==> src/dmpr_pkg.sv <==
// Package for the dual motor PWM ramp block: widths, reset values,
// register indexes and the configuration record.
// No dependencies.
`default_nettype none

package dmpr_pkg;

    // Default widths of duty and speed
    localparam int DUTY_BITS_DEF  = 10;
    localparam int SPEED_BITS_DEF = 12;

    // Configuration register widths
    localparam int TIMEOUT_W  = 16;
    localparam int STEP_W     = 10;
    localparam int GAIN_W     = 12;
    localparam int OFFSET_W   = 10;
    localparam int DEADBAND_W = 10;

    // Configuration port
    localparam int CFG_IDX_W  = 3;
    localparam int CFG_DATA_W = 16;

    // Speed is Q2.10, so the gain product drops ten fraction bits
    localparam int GAIN_SHIFT = 10;

    // Silence counter
    localparam int SILENCE_W = 16;

    // Reset values of the registers
    localparam logic [TIMEOUT_W-1:0]  TIMEOUT_RST  = 16'd160;
    localparam logic [STEP_W-1:0]     STEP_RST     = 10'd30;
    localparam logic [GAIN_W-1:0]     GAIN_RST     = 12'd910;
    localparam logic [OFFSET_W-1:0]   OFFSET_RST   = 10'd45;
    localparam logic [DEADBAND_W-1:0] DEADBAND_RST = 10'd50;

    typedef enum logic [CFG_IDX_W-1:0] {
        CFG_TIMEOUT  = 3'd0,
        CFG_STEP     = 3'd1,
        CFG_GAIN     = 3'd2,
        CFG_OFFSET   = 3'd3,
        CFG_DEADBAND = 3'd4
    } cfg_idx_t;

    typedef enum logic {
        REQ_COMMAND = 1'b0,
        REQ_TICK    = 1'b1
    } req_type_t;

    typedef struct packed {
        logic [TIMEOUT_W-1:0]  timeout_ticks;
        logic [STEP_W-1:0]     ramp_step;
        logic [GAIN_W-1:0]     duty_gain;
        logic [OFFSET_W-1:0]   duty_offset;
        logic [DEADBAND_W-1:0] deadband;
    } dmpr_cfg_t;

endpackage

`default_nettype wire

==> src/dmpr_if.sv <==
// Valid/ready channel interfaces of the dual motor PWM ramp block:
// request, result and configuration write.
// Depends on dmpr_pkg.
`default_nettype none

interface dmpr_req_if #(
    parameter int SPEED_BITS = dmpr_pkg::SPEED_BITS_DEF
);
    logic                         valid;
    logic                         ready;
    logic                         req_type;
    logic signed [SPEED_BITS-1:0] left_speed;
    logic signed [SPEED_BITS-1:0] right_speed;

    modport source (output valid, req_type, left_speed, right_speed, input ready);
    modport sink   (input valid, req_type, left_speed, right_speed, output ready);
endinterface

interface dmpr_res_if #(
    parameter int DUTY_BITS = dmpr_pkg::DUTY_BITS_DEF
);
    logic                 valid;
    logic                 ready;
    logic                 left_forward;
    logic [DUTY_BITS-1:0] left_duty;
    logic                 right_forward;
    logic [DUTY_BITS-1:0] right_duty;
    logic                 command_lost;

    modport source (output valid, left_forward, left_duty, right_forward, right_duty,
                    command_lost, input ready);
    modport sink   (input valid, left_forward, left_duty, right_forward, right_duty,
                    command_lost, output ready);
endinterface

interface dmpr_cfg_if;
    logic                            valid;
    logic                            ready;
    logic [dmpr_pkg::CFG_IDX_W-1:0]  index;
    logic [dmpr_pkg::CFG_DATA_W-1:0] data;

    modport source (output valid, index, data, input ready);
    modport sink   (input valid, index, data, output ready);
endinterface

`default_nettype wire

==> src/dmpr_channel.sv <==
// One motor channel: direction latch, scaled duty with offset and
// saturation, slew-limited step and deadband. Purely combinational.
// Depends on dmpr_pkg.
`default_nettype none

module dmpr_channel #(
    parameter int DUTY_BITS  = dmpr_pkg::DUTY_BITS_DEF,
    parameter int SPEED_BITS = dmpr_pkg::SPEED_BITS_DEF
) (
    input  dmpr_pkg::dmpr_cfg_t          cfg,
    input  logic signed [SPEED_BITS-1:0] target,
    input  logic                         dir,
    input  logic [DUTY_BITS-1:0]         level,
    output logic                         dir_next,
    output logic [DUTY_BITS-1:0]         level_next
);
    import dmpr_pkg::*;

    localparam int PROD_W  = GAIN_W + SPEED_BITS;
    localparam int SCALE_W = PROD_W - GAIN_SHIFT;
    localparam int SUM_W   = ((SCALE_W > OFFSET_W) ? SCALE_W : OFFSET_W) + 1;
    localparam int LVL_W   = ((DUTY_BITS > STEP_W) ? DUTY_BITS : STEP_W) + 1;
    localparam int W       = (SUM_W > LVL_W) ? SUM_W : LVL_W;
    localparam logic [W-1:0] DUTY_MAX_W = {{(W-DUTY_BITS){1'b0}}, {DUTY_BITS{1'b1}}};

    logic [SPEED_BITS-1:0] mag;
    logic [PROD_W-1:0]     prod;
    logic [SCALE_W-1:0]    scaled;
    logic [W-1:0]          sum;
    logic [W-1:0]          wanted;
    logic [W-1:0]          lv;
    logic [W-1:0]          step;
    logic [W-1:0]          dband;
    logic [W-1:0]          lv_new;

    // Direction follows the sign; a zero target keeps the last one
    always_comb
    begin
        if (target[SPEED_BITS-1])
            dir_next = 1'b0;
        else if (target != '0)
            dir_next = 1'b1;
        else
            dir_next = dir;
    end

    // Wanted duty: gain * |speed|, drop fraction bits, add offset, saturate
    always_comb
    begin
        mag    = target[SPEED_BITS-1] ? (~$unsigned(target) + 1'b1) : $unsigned(target);
        prod   = PROD_W'(cfg.duty_gain) * PROD_W'(mag);
        scaled = prod[PROD_W-1:GAIN_SHIFT];
        sum    = W'(scaled) + W'(cfg.duty_offset);
        wanted = (sum > DUTY_MAX_W) ? DUTY_MAX_W : sum;
    end

    // Slew-limited step toward wanted, then deadband
    always_comb
    begin
        lv    = W'(level);
        step  = W'(cfg.ramp_step);
        dband = W'(cfg.deadband);
        if ((lv + step) < wanted)
            lv_new = lv + step;
        else if (lv > (wanted + step))
            lv_new = lv - step;
        else
            lv_new = wanted;
        if ((lv_new < dband) && (wanted < dband))
            lv_new = '0;
        level_next = lv_new[DUTY_BITS-1:0];
    end

endmodule

`default_nettype wire

==> src/dual_motor_pwm_ramp.sv <==
// Top level of the dual motor PWM ramp block: input register, command-loss
// watchdog, two channel datapaths, result register, configuration registers.
// Depends on dmpr_pkg, dmpr_if and dmpr_channel.
//
//   Channel  Direction  Payload                                        Transactions
//   req      in         req_type, left_speed, right_speed              command or tick
//   res      out        left/right_forward, left/right_duty, lost      one per tick
//   cfg      in         index, data                                    register write
//
// Requests are taken one per cycle while req.ready is high. A tick's result
// passes from the request register into the result register.
// A command gives no result and updates the targets from the request register.
// If the result register is full and not taken, a tick waits in the request
// register and req.ready drops; a command there never waits. cfg.ready is always high.
// Reset loads the register defaults, zero targets and duty, forward direction.
`default_nettype none

module dual_motor_pwm_ramp #(
    parameter int DUTY_BITS  = dmpr_pkg::DUTY_BITS_DEF,
    parameter int SPEED_BITS = dmpr_pkg::SPEED_BITS_DEF
) (
    input  logic              clk,
    input  logic              rst_n,
    dmpr_req_if.sink          req,
    dmpr_res_if.source        res,
    dmpr_cfg_if.sink          cfg
);
    import dmpr_pkg::*;

    // Request register
    logic                         in_valid_reg;
    req_type_t                    in_type_reg;
    logic signed [SPEED_BITS-1:0] in_left_reg;
    logic signed [SPEED_BITS-1:0] in_right_reg;

    // Block state
    dmpr_cfg_t                    cfg_reg;
    logic signed [SPEED_BITS-1:0] left_target_reg;
    logic signed [SPEED_BITS-1:0] right_target_reg;
    logic                         left_dir_reg;
    logic                         right_dir_reg;
    logic [DUTY_BITS-1:0]         left_level_reg;
    logic [DUTY_BITS-1:0]         right_level_reg;
    logic [SILENCE_W-1:0]         silence_reg;

    // Result register
    logic                         out_valid_reg;
    logic                         out_lforward_reg;
    logic [DUTY_BITS-1:0]         out_lduty_reg;
    logic                         out_rforward_reg;
    logic [DUTY_BITS-1:0]         out_rduty_reg;
    logic                         out_lost_reg;

    logic                         advance;
    logic                         is_tick;
    logic [SILENCE_W-1:0]         silence_next;
    logic                         lost;
    logic signed [SPEED_BITS-1:0] left_tgt;
    logic signed [SPEED_BITS-1:0] right_tgt;
    logic                         left_dir_next;
    logic                         right_dir_next;
    logic [DUTY_BITS-1:0]         left_level_next;
    logic [DUTY_BITS-1:0]         right_level_next;

    // Handshake: a command never waits for the result side
    assign is_tick   = (in_type_reg == REQ_TICK);
    assign advance   = in_valid_reg && (!is_tick || !out_valid_reg || res.ready);
    assign req.ready = !in_valid_reg || advance;
    assign cfg.ready = 1'b1;

    // Watchdog: saturating silence count, targets zeroed past the timeout
    always_comb
    begin
        silence_next = (silence_reg != '1) ? (silence_reg + 1'b1) : silence_reg;
        lost         = (silence_next > cfg_reg.timeout_ticks);
        left_tgt     = lost ? '0 : left_target_reg;
        right_tgt    = lost ? '0 : right_target_reg;
    end

    // Channel datapaths
    dmpr_channel #(
        .DUTY_BITS  (DUTY_BITS),
        .SPEED_BITS (SPEED_BITS)
    ) u_left (
        .cfg        (cfg_reg),
        .target     (left_tgt),
        .dir        (left_dir_reg),
        .level      (left_level_reg),
        .dir_next   (left_dir_next),
        .level_next (left_level_next)
    );

    dmpr_channel #(
        .DUTY_BITS  (DUTY_BITS),
        .SPEED_BITS (SPEED_BITS)
    ) u_right (
        .cfg        (cfg_reg),
        .target     (right_tgt),
        .dir        (right_dir_reg),
        .level      (right_level_reg),
        .dir_next   (right_dir_next),
        .level_next (right_level_next)
    );

    // Request register control
    always_ff @(posedge clk or negedge rst_n)
    begin
        if (!rst_n)
            in_valid_reg <= 1'b0;
        else if (req.ready)
            in_valid_reg <= req.valid;
    end

    // Request payload
    always_ff @(posedge clk)
    begin
        if (req.valid && req.ready)
        begin
            in_type_reg  <= req_type_t'(req.req_type);
            in_left_reg  <= req.left_speed;
            in_right_reg <= req.right_speed;
        end
    end

    // State update for commands and ticks
    always_ff @(posedge clk or negedge rst_n)
    begin
        if (!rst_n)
        begin
            left_target_reg  <= '0;
            right_target_reg <= '0;
            left_dir_reg     <= 1'b1;
            right_dir_reg    <= 1'b1;
            left_level_reg   <= '0;
            right_level_reg  <= '0;
            silence_reg      <= '0;
        end
        else if (advance)
        begin
            if (is_tick)
            begin
                silence_reg      <= silence_next;
                left_target_reg  <= left_tgt;
                right_target_reg <= right_tgt;
                left_dir_reg     <= left_dir_next;
                right_dir_reg    <= right_dir_next;
                left_level_reg   <= left_level_next;
                right_level_reg  <= right_level_next;
            end
            else
            begin
                silence_reg      <= '0;
                left_target_reg  <= in_left_reg;
                right_target_reg <= in_right_reg;
            end
        end
    end

    // Result register control
    always_ff @(posedge clk or negedge rst_n)
    begin
        if (!rst_n)
            out_valid_reg <= 1'b0;
        else if (advance && is_tick)
            out_valid_reg <= 1'b1;
        else if (res.ready)
            out_valid_reg <= 1'b0;
    end

    // Result payload
    always_ff @(posedge clk)
    begin
        if (advance && is_tick)
        begin
            out_lforward_reg <= left_dir_next;
            out_lduty_reg    <= left_level_next;
            out_rforward_reg <= right_dir_next;
            out_rduty_reg    <= right_level_next;
            out_lost_reg     <= lost;
        end
    end

    assign res.valid         = out_valid_reg;
    assign res.left_forward  = out_lforward_reg;
    assign res.left_duty     = out_lduty_reg;
    assign res.right_forward = out_rforward_reg;
    assign res.right_duty    = out_rduty_reg;
    assign res.command_lost  = out_lost_reg;

    // Configuration writes; unknown indexes are dropped
    always_ff @(posedge clk or negedge rst_n)
    begin
        if (!rst_n)
        begin
            cfg_reg.timeout_ticks <= TIMEOUT_RST;
            cfg_reg.ramp_step     <= STEP_RST;
            cfg_reg.duty_gain     <= GAIN_RST;
            cfg_reg.duty_offset   <= OFFSET_RST;
            cfg_reg.deadband      <= DEADBAND_RST;
        end
        else if (cfg.valid)
        begin
            unique case (cfg_idx_t'(cfg.index))
                CFG_TIMEOUT:  cfg_reg.timeout_ticks <= cfg.data[TIMEOUT_W-1:0];
                CFG_STEP:     cfg_reg.ramp_step     <= cfg.data[STEP_W-1:0];
                CFG_GAIN:     cfg_reg.duty_gain     <= cfg.data[GAIN_W-1:0];
                CFG_OFFSET:   cfg_reg.duty_offset   <= cfg.data[OFFSET_W-1:0];
                CFG_DEADBAND: cfg_reg.deadband      <= cfg.data[DEADBAND_W-1:0];
                default:      ;
            endcase
        end
    end

endmodule

`default_nettype wire
==> src/flat_wrapper.sv <==
// flat-port wrapper written by rule: the top's interface ports become plain ports
module dual_motor_pwm_ramp_flat import dmpr_pkg::*;
#(
    parameter int DUTY_BITS  = dmpr_pkg::DUTY_BITS_DEF,
    parameter int SPEED_BITS = dmpr_pkg::SPEED_BITS_DEF
)
  (clk, rst_n, req_valid, req_req_type, req_left_speed, req_right_speed, req_ready, res_valid, res_left_forward, res_left_duty, res_right_forward, res_right_duty, res_command_lost, res_ready, cfg_valid, cfg_index, cfg_data, cfg_ready);
  dmpr_req_if #(.SPEED_BITS(SPEED_BITS)) req_i ();
  dmpr_res_if #(.DUTY_BITS(DUTY_BITS)) res_i ();
  dmpr_cfg_if cfg_i ();
  input  logic clk;
  input  logic rst_n;
  input wire logic [$bits(req_i.valid)-1:0] req_valid;
  input wire logic [$bits(req_i.req_type)-1:0] req_req_type;
  input wire logic [$bits(req_i.left_speed)-1:0] req_left_speed;
  input wire logic [$bits(req_i.right_speed)-1:0] req_right_speed;
  output wire logic [$bits(req_i.ready)-1:0] req_ready;
  output wire logic [$bits(res_i.valid)-1:0] res_valid;
  output wire logic [$bits(res_i.left_forward)-1:0] res_left_forward;
  output wire logic [$bits(res_i.left_duty)-1:0] res_left_duty;
  output wire logic [$bits(res_i.right_forward)-1:0] res_right_forward;
  output wire logic [$bits(res_i.right_duty)-1:0] res_right_duty;
  output wire logic [$bits(res_i.command_lost)-1:0] res_command_lost;
  input wire logic [$bits(res_i.ready)-1:0] res_ready;
  input wire logic [$bits(cfg_i.valid)-1:0] cfg_valid;
  input wire logic [$bits(cfg_i.index)-1:0] cfg_index;
  input wire logic [$bits(cfg_i.data)-1:0] cfg_data;
  output wire logic [$bits(cfg_i.ready)-1:0] cfg_ready;
  assign req_i.valid = req_valid;
  assign req_i.req_type = req_req_type;
  assign req_i.left_speed = req_left_speed;
  assign req_i.right_speed = req_right_speed;
  assign req_ready = req_i.ready;
  assign res_valid = res_i.valid;
  assign res_left_forward = res_i.left_forward;
  assign res_left_duty = res_i.left_duty;
  assign res_right_forward = res_i.right_forward;
  assign res_right_duty = res_i.right_duty;
  assign res_command_lost = res_i.command_lost;
  assign res_i.ready = res_ready;
  assign cfg_i.valid = cfg_valid;
  assign cfg_i.index = cfg_index;
  assign cfg_i.data = cfg_data;
  assign cfg_ready = cfg_i.ready;
  dual_motor_pwm_ramp #(.DUTY_BITS(DUTY_BITS), .SPEED_BITS(SPEED_BITS)) u_core (.clk(clk), .rst_n(rst_n), .req(req_i), .res(res_i), .cfg(cfg_i));
endmodule
==> config.mk <==
export PLATFORM = sky130hd
export DESIGN_NAME = dual_motor_pwm_ramp_flat
export DESIGN_NICKNAME = d
export VERILOG_FILES = /design/src/dmpr_pkg.sv /design/src/dmpr_if.sv /design/src/dmpr_channel.sv /design/src/dual_motor_pwm_ramp.sv /design/src/flat_wrapper.sv
export SDC_FILE = /design/constraint.sdc
export NUM_CORES = 1
export LEC_CHECK = 0
export BUFFER_PORTS_ARGS = -buffer_cell sky130_fd_sc_hd__buf_2
export CORE_MARGIN = 8
export CORE_UTILIZATION = 55
export CTS_BUF_LIST = sky130_fd_sc_hd__clkbuf_8
export DETAILED_ROUTE_END_ITERATION = 10
export GPL_ROUTABILITY_DRIVEN = 1
export PLACE_DENSITY = 0.75
export SYNTH_ARGS = -nofsm -noshare
export SYNTH_HDL_FRONTEND = slang
export SYNTH_SLANG_ARGS = --single-unit
==> constraint.sdc <==
create_clock -name clk -period 15.15 [get_ports clk]
set_clock_uncertainty 0.2 [all_clocks]
set_input_delay 1.515 -clock clk [delete_from_list [all_inputs] [get_ports clk]]
set_output_delay 1.515 -clock clk [all_outputs]
set_load 0.05 [all_outputs]
Yosys cells after proc, flatten, opt, wreduce, memory -nomap -nowiden
Cells that the tools add are included.
- output and inout bits: 26
- flip-flop bits (word level): 170
- input port bits: 49
- word-level logic and storage cells: 96
- add/sub/neg operators: 11
- multiply operators: 2
- equal/unequal tests: 5
- muxes and demuxes: 22
- order comparisons: 11
- bitwise logic cells: 2
- reductions and logical operators: 21
- operators by type and width (cell ; number):
    15-bit two-way mux ; 6
    12-bit two-way mux ; 6
    15-bit by 10-bit less-than comparator with 1-bit output ; 4
    12-bit by 12-bit multiplier with 24-bit output ; 2
    16-bit two-way mux ; 2
    14-bit by 10-bit adder with 15-bit output ; 2
    15-bit by 10-bit adder with 15-bit output ; 2
    10-bit by 15-bit > comparator with 1-bit output ; 2
    15-bit by 10-bit > comparator with 1-bit output (second input constant) ; 2
    15-bit less-than comparator ; 2
    12-bit by 1-bit adder with 12-bit output (second input constant) ; 2
    12-bit inverter ; 2
    12-bit nonzero test ; 2
    10-bit by 10-bit adder with 11-bit output ; 2
    10-bit by 10-bit subtractor with 11-bit output ; 2
    10-bit two-way mux ; 2
    16-bit by 1-bit adder with 16-bit output (second input constant) ; 1
    16-bit > comparator ; 1
    16-bit != test (second input constant) ; 1
    2-bit AND reduction ; 6
    3-bit by 2-bit == test with 1-bit output (second input constant) ; 2
    1-bit two-way mux ; 6
    1-bit logical AND ; 5
    3-bit by 1-bit == test with 1-bit output (second input constant) ; 1
    other kinds (5) ; 9

Longest topological paths before layout
Gate-level depths: netlist of the first run.
- depth after elaboration: 18
- gate-level depth with buffers: 86
- gate-level depth less buffers: 79

Modules after synthesis
A second synthesis of the first run with hierarchy kept.
- cells, all modules: 2589
- area total of the unflattened synthesis: 23312.4 um2
- by module, submodules not included (module ; cells an instance ; area an instance (um2) ; instances ; sequential area each (um2)):
    dmpr_channel at u_core.u_left ; 1015 ; 7948.9 ; 1 ; 0.0
    dmpr_channel at u_core.u_right ; 964 ; 7762.4 ; 1 ; 0.0
    dual_motor_pwm_ramp ; 610 ; 7601.0 ; 1 ; 4520.6

Worst setup path before layout of the first run
Ideal clock, no wire load.
- path type: flip-flop to flip-flop
- from: register u_core.silence_reg[3]
- to: register u_core.out_lduty_reg[0] (netlist: u_core.res.left_duty[0]) (data pin)
- period minus slack after synthesis: 16.580 ns
- data arrival time: 16.113 ns
- stages on the path, launching flop included: 82
- path buffers: 7
- required time: 14.682 ns
- slack: -1.430 ns
- library setup time: 0.268 ns
- path through: dfrtp_1 clkbuf_1 nand3_1 nor2_1 nand3_1 nor2_1 and4_1 nand4_1 and3_1 nor2b_1 and3_1 xor2_1 ha_1 nand4_1 a2111oi_2 nor3_2 or2_1 buf_6 [46 not listed] a221o_1 a22oi_1 nand3_1 o221ai_1 inv_1 ha_1 a21o_1 a21o_1 a21o_1 a21oi_1 nor2b_1 o21ai_0 o2111ai_1 a31oi_1 o21ai_0 nor4_1 buf_2 nor3_1
- word-level cells in the longest chain between the ends: 18
- elaborated cells between the ends (all ways): 21
- classes of those cells: add/sub: 4; mul: 1; order compare: 6; eq/ne: 1; mux: 7; bitwise: 1; reduce/logical: 1
- ends and longest elaborated chain (element ; RTL line ; RTL):
    from (decl) ; dual_motor_pwm_ramp.sv:44 ; logic [SILENCE_W-1:0] silence_reg;
    from (signal assigned) ; dual_motor_pwm_ramp.sv:142 ; silence_reg <= silence_next;
    16-bit by 1-bit adder with 16-bit output or 16-bit != test (tied branches) ; dual_motor_pwm_ramp.sv:74 ; silence_next = (silence_reg != '1) ? (silence_reg + 1'b1) : silence_reg;
    16-bit two-way mux (*) ; dual_motor_pwm_ramp.sv:74 ;
    16-bit > comparator (*) ; dual_motor_pwm_ramp.sv:75 ; lost = (silence_next > cfg_reg.timeout_ticks);
    net u_core.lost ; dual_motor_pwm_ramp.sv:57 ; logic lost;
    12-bit two-way mux (*) ; dual_motor_pwm_ramp.sv:76 ; left_tgt = lost ? '0 : left_target_reg;
    12-bit inverter ; dmpr_channel.sv:50 ; mag = target[SPEED_BITS-1] ? (~$unsigned(target) + 1'b1) : $unsigned(target);
    12-bit by 1-bit adder with 12-bit output ; dmpr_channel.sv:50 ;
    12-bit two-way mux (*) ; dmpr_channel.sv:50 ;
    [4 not listed] ; - ;
    15-bit by 10-bit adder with 15-bit output ; dmpr_channel.sv:65 ; else if (lv > (wanted + step))
    10-bit by 15-bit > comparator with 1-bit output ; dmpr_channel.sv:65 ;
    15-bit two-way mux ; dmpr_channel.sv:65 ;
    15-bit two-way mux ; dmpr_channel.sv:63 ; if ((lv + step) < wanted)
    15-bit by 10-bit less-than comparator with 1-bit output ; dmpr_channel.sv:69 ; if ((lv_new < dband) && (wanted < dband))
    1-bit logical AND ; dmpr_channel.sv:69 ;
    10-bit two-way mux (*) ; dmpr_channel.sv:69 ;
    net u_core.left_level_next[0] ; dual_motor_pwm_ramp.sv:62 ; logic [DUTY_BITS-1:0] left_level_next;
    to (signal assigned) ; dual_motor_pwm_ramp.sv:176 ; out_lduty_reg <= left_level_next;
    to (decl) ; dual_motor_pwm_ramp.sv:49 ; logic [DUTY_BITS-1:0] out_lduty_reg;
Mark *: on every way through the listed nets, which the timed path passes. The rest lies on a longest branch.
A chain may end at the register's enable or synchronous reset.

Worst setup path after layout of the first run
- from: register u_core.silence_reg[5]
- to: register u_core.out_rduty_reg[2] (netlist: u_core.res.right_duty[2]) (data pin)
- word-level cells in the longest chain between the ends: 18
- elaborated cells between the ends (all ways): 21
- classes of those cells: add/sub: 4; mul: 1; order compare: 6; eq/ne: 1; mux: 7; bitwise: 1; reduce/logical: 1
- ends and longest elaborated chain (element ; RTL line ; RTL):
    16-bit by 1-bit adder with 16-bit output or 16-bit != test (tied branches) ; dual_motor_pwm_ramp.sv:74 ;
    16-bit two-way mux (*) ; dual_motor_pwm_ramp.sv:74 ;
    16-bit > comparator (*) ; dual_motor_pwm_ramp.sv:75 ;
    12-bit two-way mux (*) ; dual_motor_pwm_ramp.sv:77 ; right_tgt = lost ? '0 : right_target_reg;
    12-bit inverter ; dmpr_channel.sv:50 ;
    12-bit by 1-bit adder with 12-bit output ; dmpr_channel.sv:50 ;
    12-bit two-way mux (*) ; dmpr_channel.sv:50 ;
    12-bit by 12-bit multiplier with 24-bit output (*) ; dmpr_channel.sv:51 ; prod = PROD_W'(cfg.duty_gain) * PROD_W'(mag);
    [3 not listed] ; - ;
    15-bit by 10-bit adder with 15-bit output ; dmpr_channel.sv:65 ;
    10-bit by 15-bit > comparator with 1-bit output ; dmpr_channel.sv:65 ;
    15-bit two-way mux ; dmpr_channel.sv:65 ;
    15-bit two-way mux ; dmpr_channel.sv:63 ;
    15-bit by 10-bit less-than comparator with 1-bit output ; dmpr_channel.sv:69 ;
    1-bit logical AND ; dmpr_channel.sv:69 ;
    10-bit two-way mux (*) ; dmpr_channel.sv:69 ;
    net u_core.right_level_next[2] ; dual_motor_pwm_ramp.sv:63 ; logic [DUTY_BITS-1:0] right_level_next;
    to (signal assigned) ; dual_motor_pwm_ramp.sv:178 ; out_rduty_reg <= right_level_next;
    to (decl) ; dual_motor_pwm_ramp.sv:51 ; logic [DUTY_BITS-1:0] out_rduty_reg;
Marks and branches as above.

==> metrics.cfg, run 1 <==
[grt]
grt_overflow = 0
antenna_found_initial = 0
grt_first_pass_wirelength_um = 105000
grt_max_degree = 68
grt_pass1_vias = 19900
track_usage = 0.277

[drt]
initialDrtViolationCount = 1385
drt_wl_total_um = 67700
drcViolationCount = 0
wire_per_inst_um = 19.8
ant_nets = 0
dr.pass1.iters = 7
route.vias.total = 20000
via_per_inst = 5.83

[critical_path]
cp.depth = 80
worstReg2RegEnd = u_core.res.right_duty[2]$_DFFE_PP_
cp_max_fo = 7
cp_common_cell = a21oi_2
rrSetupSlack_ps = -180
crit-reg2reg-launch = u_core.silence_reg[5]$_DFFE_PN0P_
cp_slowest_cell = fa_1
crit_path_end_kind = flip-flop
cp.arrival_ps = 15420
cp-endpoint = u_core.res.right_duty[2]$_DFFE_PP_
worstSetupStartpointType = flip-flop
reg2regPathDepth = 80
cp_slowest_stage_delay_ps = 550
crit_required_ps = 15240
crit_type = flip-flop to flip-flop
path_delay_family = simple AND/OR/NAND/NOR gates
crit_start = u_core.silence_reg[5]$_DFFE_PN0P_
crit_buf_inv = 11

[synth]
syn_area_mm2 = 0.0227
synth-edff-count = 48
syn_avg_cell_area_um2 = 8.82
netlist-cell-type-count = 89
ys_seq_elements = 170
ys.flop_type = dfrtp_1
syn_inst = 2569
ys_warn_count = 0
yosysSeqAreaShare = 0.200
async_reset_ff_frac = 0.718

[sta]
drv_slew = 0
finalHoldViolCount = 0
rsz0062_at_grt = true
worst_slew_pin_slew_ps = 1360
fin_setup_tns_ps = -2270
slew_headroom = 0.0855
layout_min_cycle_time_ps = 15330
setup_ws_ps = -182
hold_slack_ps = 271
setup_violations = 20
finalCritPeriodShare = 1.01
max_freq_ghz = 0.0652

[floorplanning]
coreArea_mm2 = 0.0407
die_x_um = 219
dieArea_mm2 = 0.0479
ioPinCount = 75
rows = 74
start_util = 0.556
dieHeight_um = 219

[outcome]
status = finished with violations
violations = negative setup slack

[placement]
hpwlAfterDp_um = 53600
dp_cells = 3334
place.gp.congestion = 0.973
portBuffers = 73
pre_cts_slack_ps = -494

[cts]
clkTransAtPathRegs_ps = 110
cts_max_level = 4
cts_made_buffers = 17
cts.sinks = 170
root_buffer = clkbuf_8
clk_path_buf_depth = 2
cts_hold_buf = 0
clk_latency_ps = 530
cts_tree = done

[min_path]
hp-class = flip-flop to flip-flop

[final_layout]
final_nets = 3424
largest_reg_flops = 58
final_common_cell = inv_1
nFillCells = 3251
syn_to_final_growth_pct = 21.1
drive_gt1_frac = 0.243
final_cell_mix = inv_1 (373), nand2_1 (315), buf_4 (299), ha_1 (260), fa_1 (201)
diodes = 0
multi_input_area_mm2 = 0.0173
instances_no_fill = 3425
regArea_mm2 = 0.00452

[job]
maxCapViolCount = 0

## cell usage after synthesis (4+ instances only)
| master | n | area [um2] |
|---|---|---|
| inv_1 | 387 | 1450 |
| nand2_1 | 332 | 1250 |
| ha_1 | 289 | 3620 |
| fa_1 | 206 | 4120 |
| a21oi_1 | 119 | 596 |
| and2_1 | 105 | 657 |
| dfrtp_1 | 101 | 2530 |
| clkbuf_1 | 95 | 357 |
| o21ai_0 | 94 | 470 |
| nor2_1 | 91 | 342 |
| xnor2_1 | 61 | 534 |
| xor2_1 | 51 | 447 |
| edfxtp_1 | 48 | 1440 |
| a21o_1 | 44 | 330 |
| nand3_1 | 43 | 215 |
| a22o_1 | 32 | 280 |
| and3_1 | 32 | 200 |
| o21bai_1 | 31 | 233 |
| mux2_2 | 30 | 338 |
| nor2b_1 | 30 | 188 |
| o31ai_1 | 30 | 225 |
| nand4_1 | 29 | 181 |
| nand2b_1 | 22 | 138 |
| nor3_1 | 22 | 110 |
| dfstp_2 | 21 | 552 |
| o21a_1 | 19 | 143 |
| a211oi_1 | 17 | 128 |
| o211ai_1 | 13 | 97.6 |
| a31oi_1 | 12 | 75.1 |
| mux2i_1 | 11 | 110 |
| a211o_1 | 9 | 78.8 |
| nor4_1 | 9 | 56.3 |
| a2111oi_0 | 8 | 70.1 |
| o21ai_1 | 8 | 40.0 |
| o221ai_1 | 8 | 70.1 |
| or3_1 | 8 | 50.1 |
| or4_1 | 8 | 60.1 |
| or2_2 | 7 | 43.8 |
| nand4b_1 | 5 | 43.8 |
| buf_2 | 4 | 20.0 |
| o2111ai_1 | 4 | 35.0 |
## worst min-delay path by stage
stage / start / end / slack, ps / cells past startpoint
2_1_floorplan: u_core.left_dir_reg$_DFFE_PN1P_ / u_core.left_dir_reg$_DFFE_PN1P_ / 240 / 2
3_3_place_gp: u_core.right_dir_reg$_DFFE_PN1P_ / u_core.right_dir_reg$_DFFE_PN1P_ / 250 / 2
3_5_place_dp: u_core.right_dir_reg$_DFFE_PN1P_ / u_core.right_dir_reg$_DFFE_PN1P_ / 250 / 2
4_1_cts: u_core.right_dir_reg$_DFFE_PN1P_ / u_core.right_dir_reg$_DFFE_PN1P_ / 270 / 2
5_1_grt: u_core.in_left_reg[6]$_DFFE_PP_ / u_core.left_target_reg[6]$_DFFE_PN0P_ / 290 / 1
6_report: u_core.right_dir_reg$_DFFE_PN1P_ / u_core.right_dir_reg$_DFFE_PN1P_ / 270 / 2
## timing repair
item                                    CTS  global route
endpoints found under the setup margin   40            40
pin swaps                                26           103
setup buffers                            16            39
gates cloned                              1             6
gates resized for setup                  37           164
hold endpoints to repair                  0             0
## worst register-to-register path: cells and delay by family (launching register included)
family | cells | cell delay (ps)
and+or+nand+nor | 29 | 4420
muxes | 1 | 100
xor gates and xnor gates | 3 | 310
AOI/OAI and AO/OA | 25 | 4330
DFF | 1 | 410
adders and majority gates | 11 | 4140
buffers and inverters | 11 | 1170
## layout make-up
cell class	instances	area share
Multi-Input combinational cell	1906	0.633
Sequential cell	170	0.165
Timing Repair Buffer	397	0.109
Inverter	388	0.0534
Tap cell	532	0.0243
Clock buffer	17	0.00853
Clock inverter	15	0.00721
## per-layer routing
metal | up-vias | track usage | share of wire | routed length, um
li1 | 9226 | - | - | -
met1 | 9801 | 0.373 | 0.42 | 28600
met2 | 791 | 0.453 | 0.47 | 31600
met3 | 148 | 0.0446 | 0.078 | 5250
met4 | 0 | 0.0916 | 0.032 | 2200
met5 | - | 0 | 0 | 0
## stage by stage
stage,instance area (um2),utilization
final,27400,0.673
after floorplan,23000,-
after global placement,25600,0.629
after detailed placement,25600,0.629
after global routing,27400,0.673
after CTS,26300,0.646
## cells by family (layout without fill, tap and decap cells)
group / count (synthesis) / after routing / share of synthesized area
XOR/XNOR: 112 / 112 / 0.0433
flip-flops: 170 / 170 / 0.200
AO/OA/AOI/OAI: 490 / 490 / 0.146
buffers and inverters: 495 / 817 / 0.0836
other: 1 / 3 / 0.000166
multiplexers: 42 / 42 / 0.0204
AND/OR/NAND/NOR: 764 / 764 / 0.165
adder cells (fa/ha/maj): 495 / 495 / 0.342
Power of run 1 is not shown: default switching activity piles up to over one toggle a cycle in this logic, so the estimate is an artifact.
==> run 2, diff against run 1 <==
CAP_MARGIN = 30   (was default)
SETUP_SLACK_MARGIN = 0.02   (was default)
SYNTH_HIERARCHICAL = 1   (was default)
==> run 2 against run 1 <==
  * The run still ends with negative setup slack left
  * Final area up 7.8%
  * Via count up 6.1%
  * Flip-flop and latch count unchanged
  * Sequential share of layout area down 1.2 points
  * Largest cell class unchanged
==> metrics.cfg, run 2 <==
[floorplanning]
dieArea_mm2 = 0.0492  ; +2.7%
die_x_um = 222  ; +1.3%
ioPinCount = 75  ; unchanged
dieHeight_um = 222  ; +1.3%
rows = 75  ; +1.4%
start_util = 0.557  ; +0.00102
coreArea_mm2 = 0.0419  ; +2.7%

[final_layout]
syn_to_final_growth_pct = 26.8
diodes = 0  ; unchanged
largest_reg_flops = 58  ; unchanged
drive_gt1_frac = 0.306  ; +0.0633
final_nets = 3596  ; +5.0%
nFillCells = 3060  ; -5.9%
final_cell_mix = buf_4 (449), inv_1 (382), ha_1 (260), nand2_1 (254), fa_1 (194)
final_common_cell = buf_4

[cts]
cts_made_buffers = 17  ; unchanged
clk_path_buf_depth = 2  ; unchanged
cts_tree = done
cts.sinks = 170  ; unchanged
clk_latency_ps = 520  ; about the same
root_buffer = clkbuf_8
clkTransAtPathRegs_ps = 100  ; about the same
cts_max_level = 4  ; unchanged

[synth]
ys_warn_count = 6  ; +6
yosysMostFrequentCell = inv_1
syn-num-nets = 3135
ys_top_cells_by_count = inv_1 (397), ha_1 (291), nand2_1 (270), fa_1 (206), a21oi_1 (141)
synth_area_leader_cell = fa_1
async_reset_ff_frac = 0.718  ; unchanged
syn_area_mm2 = 0.0233  ; +2.9%
ys.flop_type = dfrtp_1
yosysSeqAreaShare = 0.194  ; -0.00567
netlist-cell-type-count = 104  ; +17%
yosys.area.top_type_share = 0.177  ; -0.00517
ys_seq_elements = 170  ; unchanged
ys_top_cells_by_area = fa_1 (18%), ha_1 (16%), dfrtp_1 (11%)
syn_inst = 2589  ; +0.78%
syn_avg_cell_area_um2 = 9.00  ; +2.1%
synth-edff-count = 48  ; unchanged

[placement]
portBuffers = 73  ; unchanged
pre_cts_slack_ps = -1440  ; -946 ps
hpwlAfterDp_um = 53800  ; +0.44%
place.gp.congestion = 0.921  ; -5.3%

[drt]
drcViolationCount = 0  ; unchanged
via_per_inst = 5.88  ; +0.90%
drt_wl_total_um = 71200  ; +5.2%
route.vias.total = 21200  ; +6.1%
ant_nets = 0  ; unchanged
dr.pass1.iters = 8  ; +1
wire_per_inst_um = 19.8  ; about the same
initialDrtViolationCount = 1734  ; +25%

[critical_path]
crit_path_end_kind = flip-flop
crit_type = flip-flop to flip-flop
worstSetupStartpointType = flip-flop
cp_slowest_cell = fa_1
crit_required_ps = 15350  ; +110 ps
cp.arrival_ps = 16410  ; +990 ps
cp_max_fo = 9  ; +2
cp_slowest_stage_delay_ps = 590  ; +40 ps

[sta]
slew_headroom = 0.309  ; +0.223
finalCritPeriodShare = 1.07  ; +0.0574
rsz0062_at_grt = true
layout_min_cycle_time_ps = 16200  ; +869 ps
setup_violations = 40  ; +100%
drv_slew = 0  ; unchanged
max_freq_ghz = 0.0617  ; -5.4%
setup_ws_ps = -1050  ; -869 ps
worst_slew_pin_slew_ps = 1030  ; -328 ps
hold_slack_ps = 324  ; +53.1 ps
finalHoldViolCount = 0  ; unchanged

[outcome]
status = finished with violations
violations = negative setup slack

[grt]
grt_pass1_vias = 22400  ; +12%
grt_max_degree = 76  ; +12%
track_usage = 0.279  ; +0.00229
grt_overflow = 0  ; unchanged
antenna_found_initial = 0  ; unchanged
grt_first_pass_wirelength_um = 112000  ; +7.0%

[job]
maxCapViolCount = 0  ; unchanged

[min_path]
hp-class = flip-flop to flip-flop

==> run 2: final timing paths <==
path                                              startpoint                              endpoint  slack (ps)  depth (start not counted)
max                        u_core/silence_reg[8]$_DFFE_PN0P_  u_core/left_level_reg[5]$_DFFE_PN0P_       -1050                         70
max reg2reg                u_core/silence_reg[8]$_DFFE_PN0P_  u_core/left_level_reg[5]$_DFFE_PN0P_       -1050                         70
min in group asynchronous                              rst_n        u_core/cfg_reg[18]$_DFFE_PN0P_         860                          1
max in group asynchronous                              rst_n        u_core/cfg_reg[49]$_DFFE_PN1P_       12800                          3
min reg2reg                   u_core/cfg_reg[20]$_DFFE_PN0P_        u_core/cfg_reg[20]$_DFFE_PN0P_         320                          1
min                           u_core/cfg_reg[20]$_DFFE_PN0P_        u_core/cfg_reg[20]$_DFFE_PN0P_         320                          1
==> run 2: metal layers <==
metal / up-vias / GRT usage / routed length [um]
met3: 191 / 0.0386 / 4260
li1: 9631 / - / -
met2: 860 / 0.485 / 35200
met5: - / 0 / 0
met4: 0 / 0.108 / 2260
met1: 10500 / 0.349 / 29400
==> run 2: logic make-up (layout without fill, tap and decap cells) <==
kind of cell | Yosys count | in the layout | share of synthesized area
AND/OR/NAND/NOR | 696 | 696 | 0.154
AO/OA/AOI/OAI | 534 | 534 | 0.157
buffers and inverters | 506 | 980 | 0.0839
adder cells (fa/ha/maj) | 497 | 497 | 0.333
flip-flops | 170 | 170 | 0.194
XOR/XNOR | 102 | 102 | 0.0383
multiplexers | 81 | 81 | 0.0393
other | 3 | 3 | 0.000483
==> run 2: stage by stage <==
stage / util / cell area [um2] / setup TNS [ps] / cells
3_3_place_gp: 0.650 / 27200 / -20880 / 3494
4_1_cts: 0.682 / 28600 / -22420 / 3568
5_1_grt: 0.707 / 29600 / -55110 / 3602
6_report: 0.707 / 29600 / -28500 / 3602
3_5_place_dp: 0.651 / 27300 / -39130 / 3497
2_1_floorplan: - / 23600 / -35.3 / 2589
==> run 2: cell type report <==
cell class / instances / area, um2 / area share
timing repair buffer: 549 / 4160 / 0.141
inverter: 399 / 1500 / 0.0506
tap: 539 / 674 / 0.0228
multi-input combinational: 1913 / 18300 / 0.619
sequential: 170 / 4520 / 0.153
clock buffer: 17 / 234 / 0.00791
clock inverter: 15 / 184 / 0.00622
==> run 2: worst max-delay path: cells and delay by family, from the launching register on <==
kind	cells	cell delay [ps]
AOI/OAI and AO/OA	26	5310
muxes	2	560
xor gates and xnor gates	3	540
DFF	1	400
buffers and inverters	11	1510
and+or+nand+nor	17	3220
adders and majority gates	11	4360
==> run 2: timing repair <==
action | CTS | global route
cloned | 1 | 0
resized for setup | 107 | 151
endpoints found under the setup margin | 40 | 40
hold buffers | 0 | 0
pin swaps | 102 | 113
setup buffers | 39 | 36
Power of run 2 is left out for the same reason.
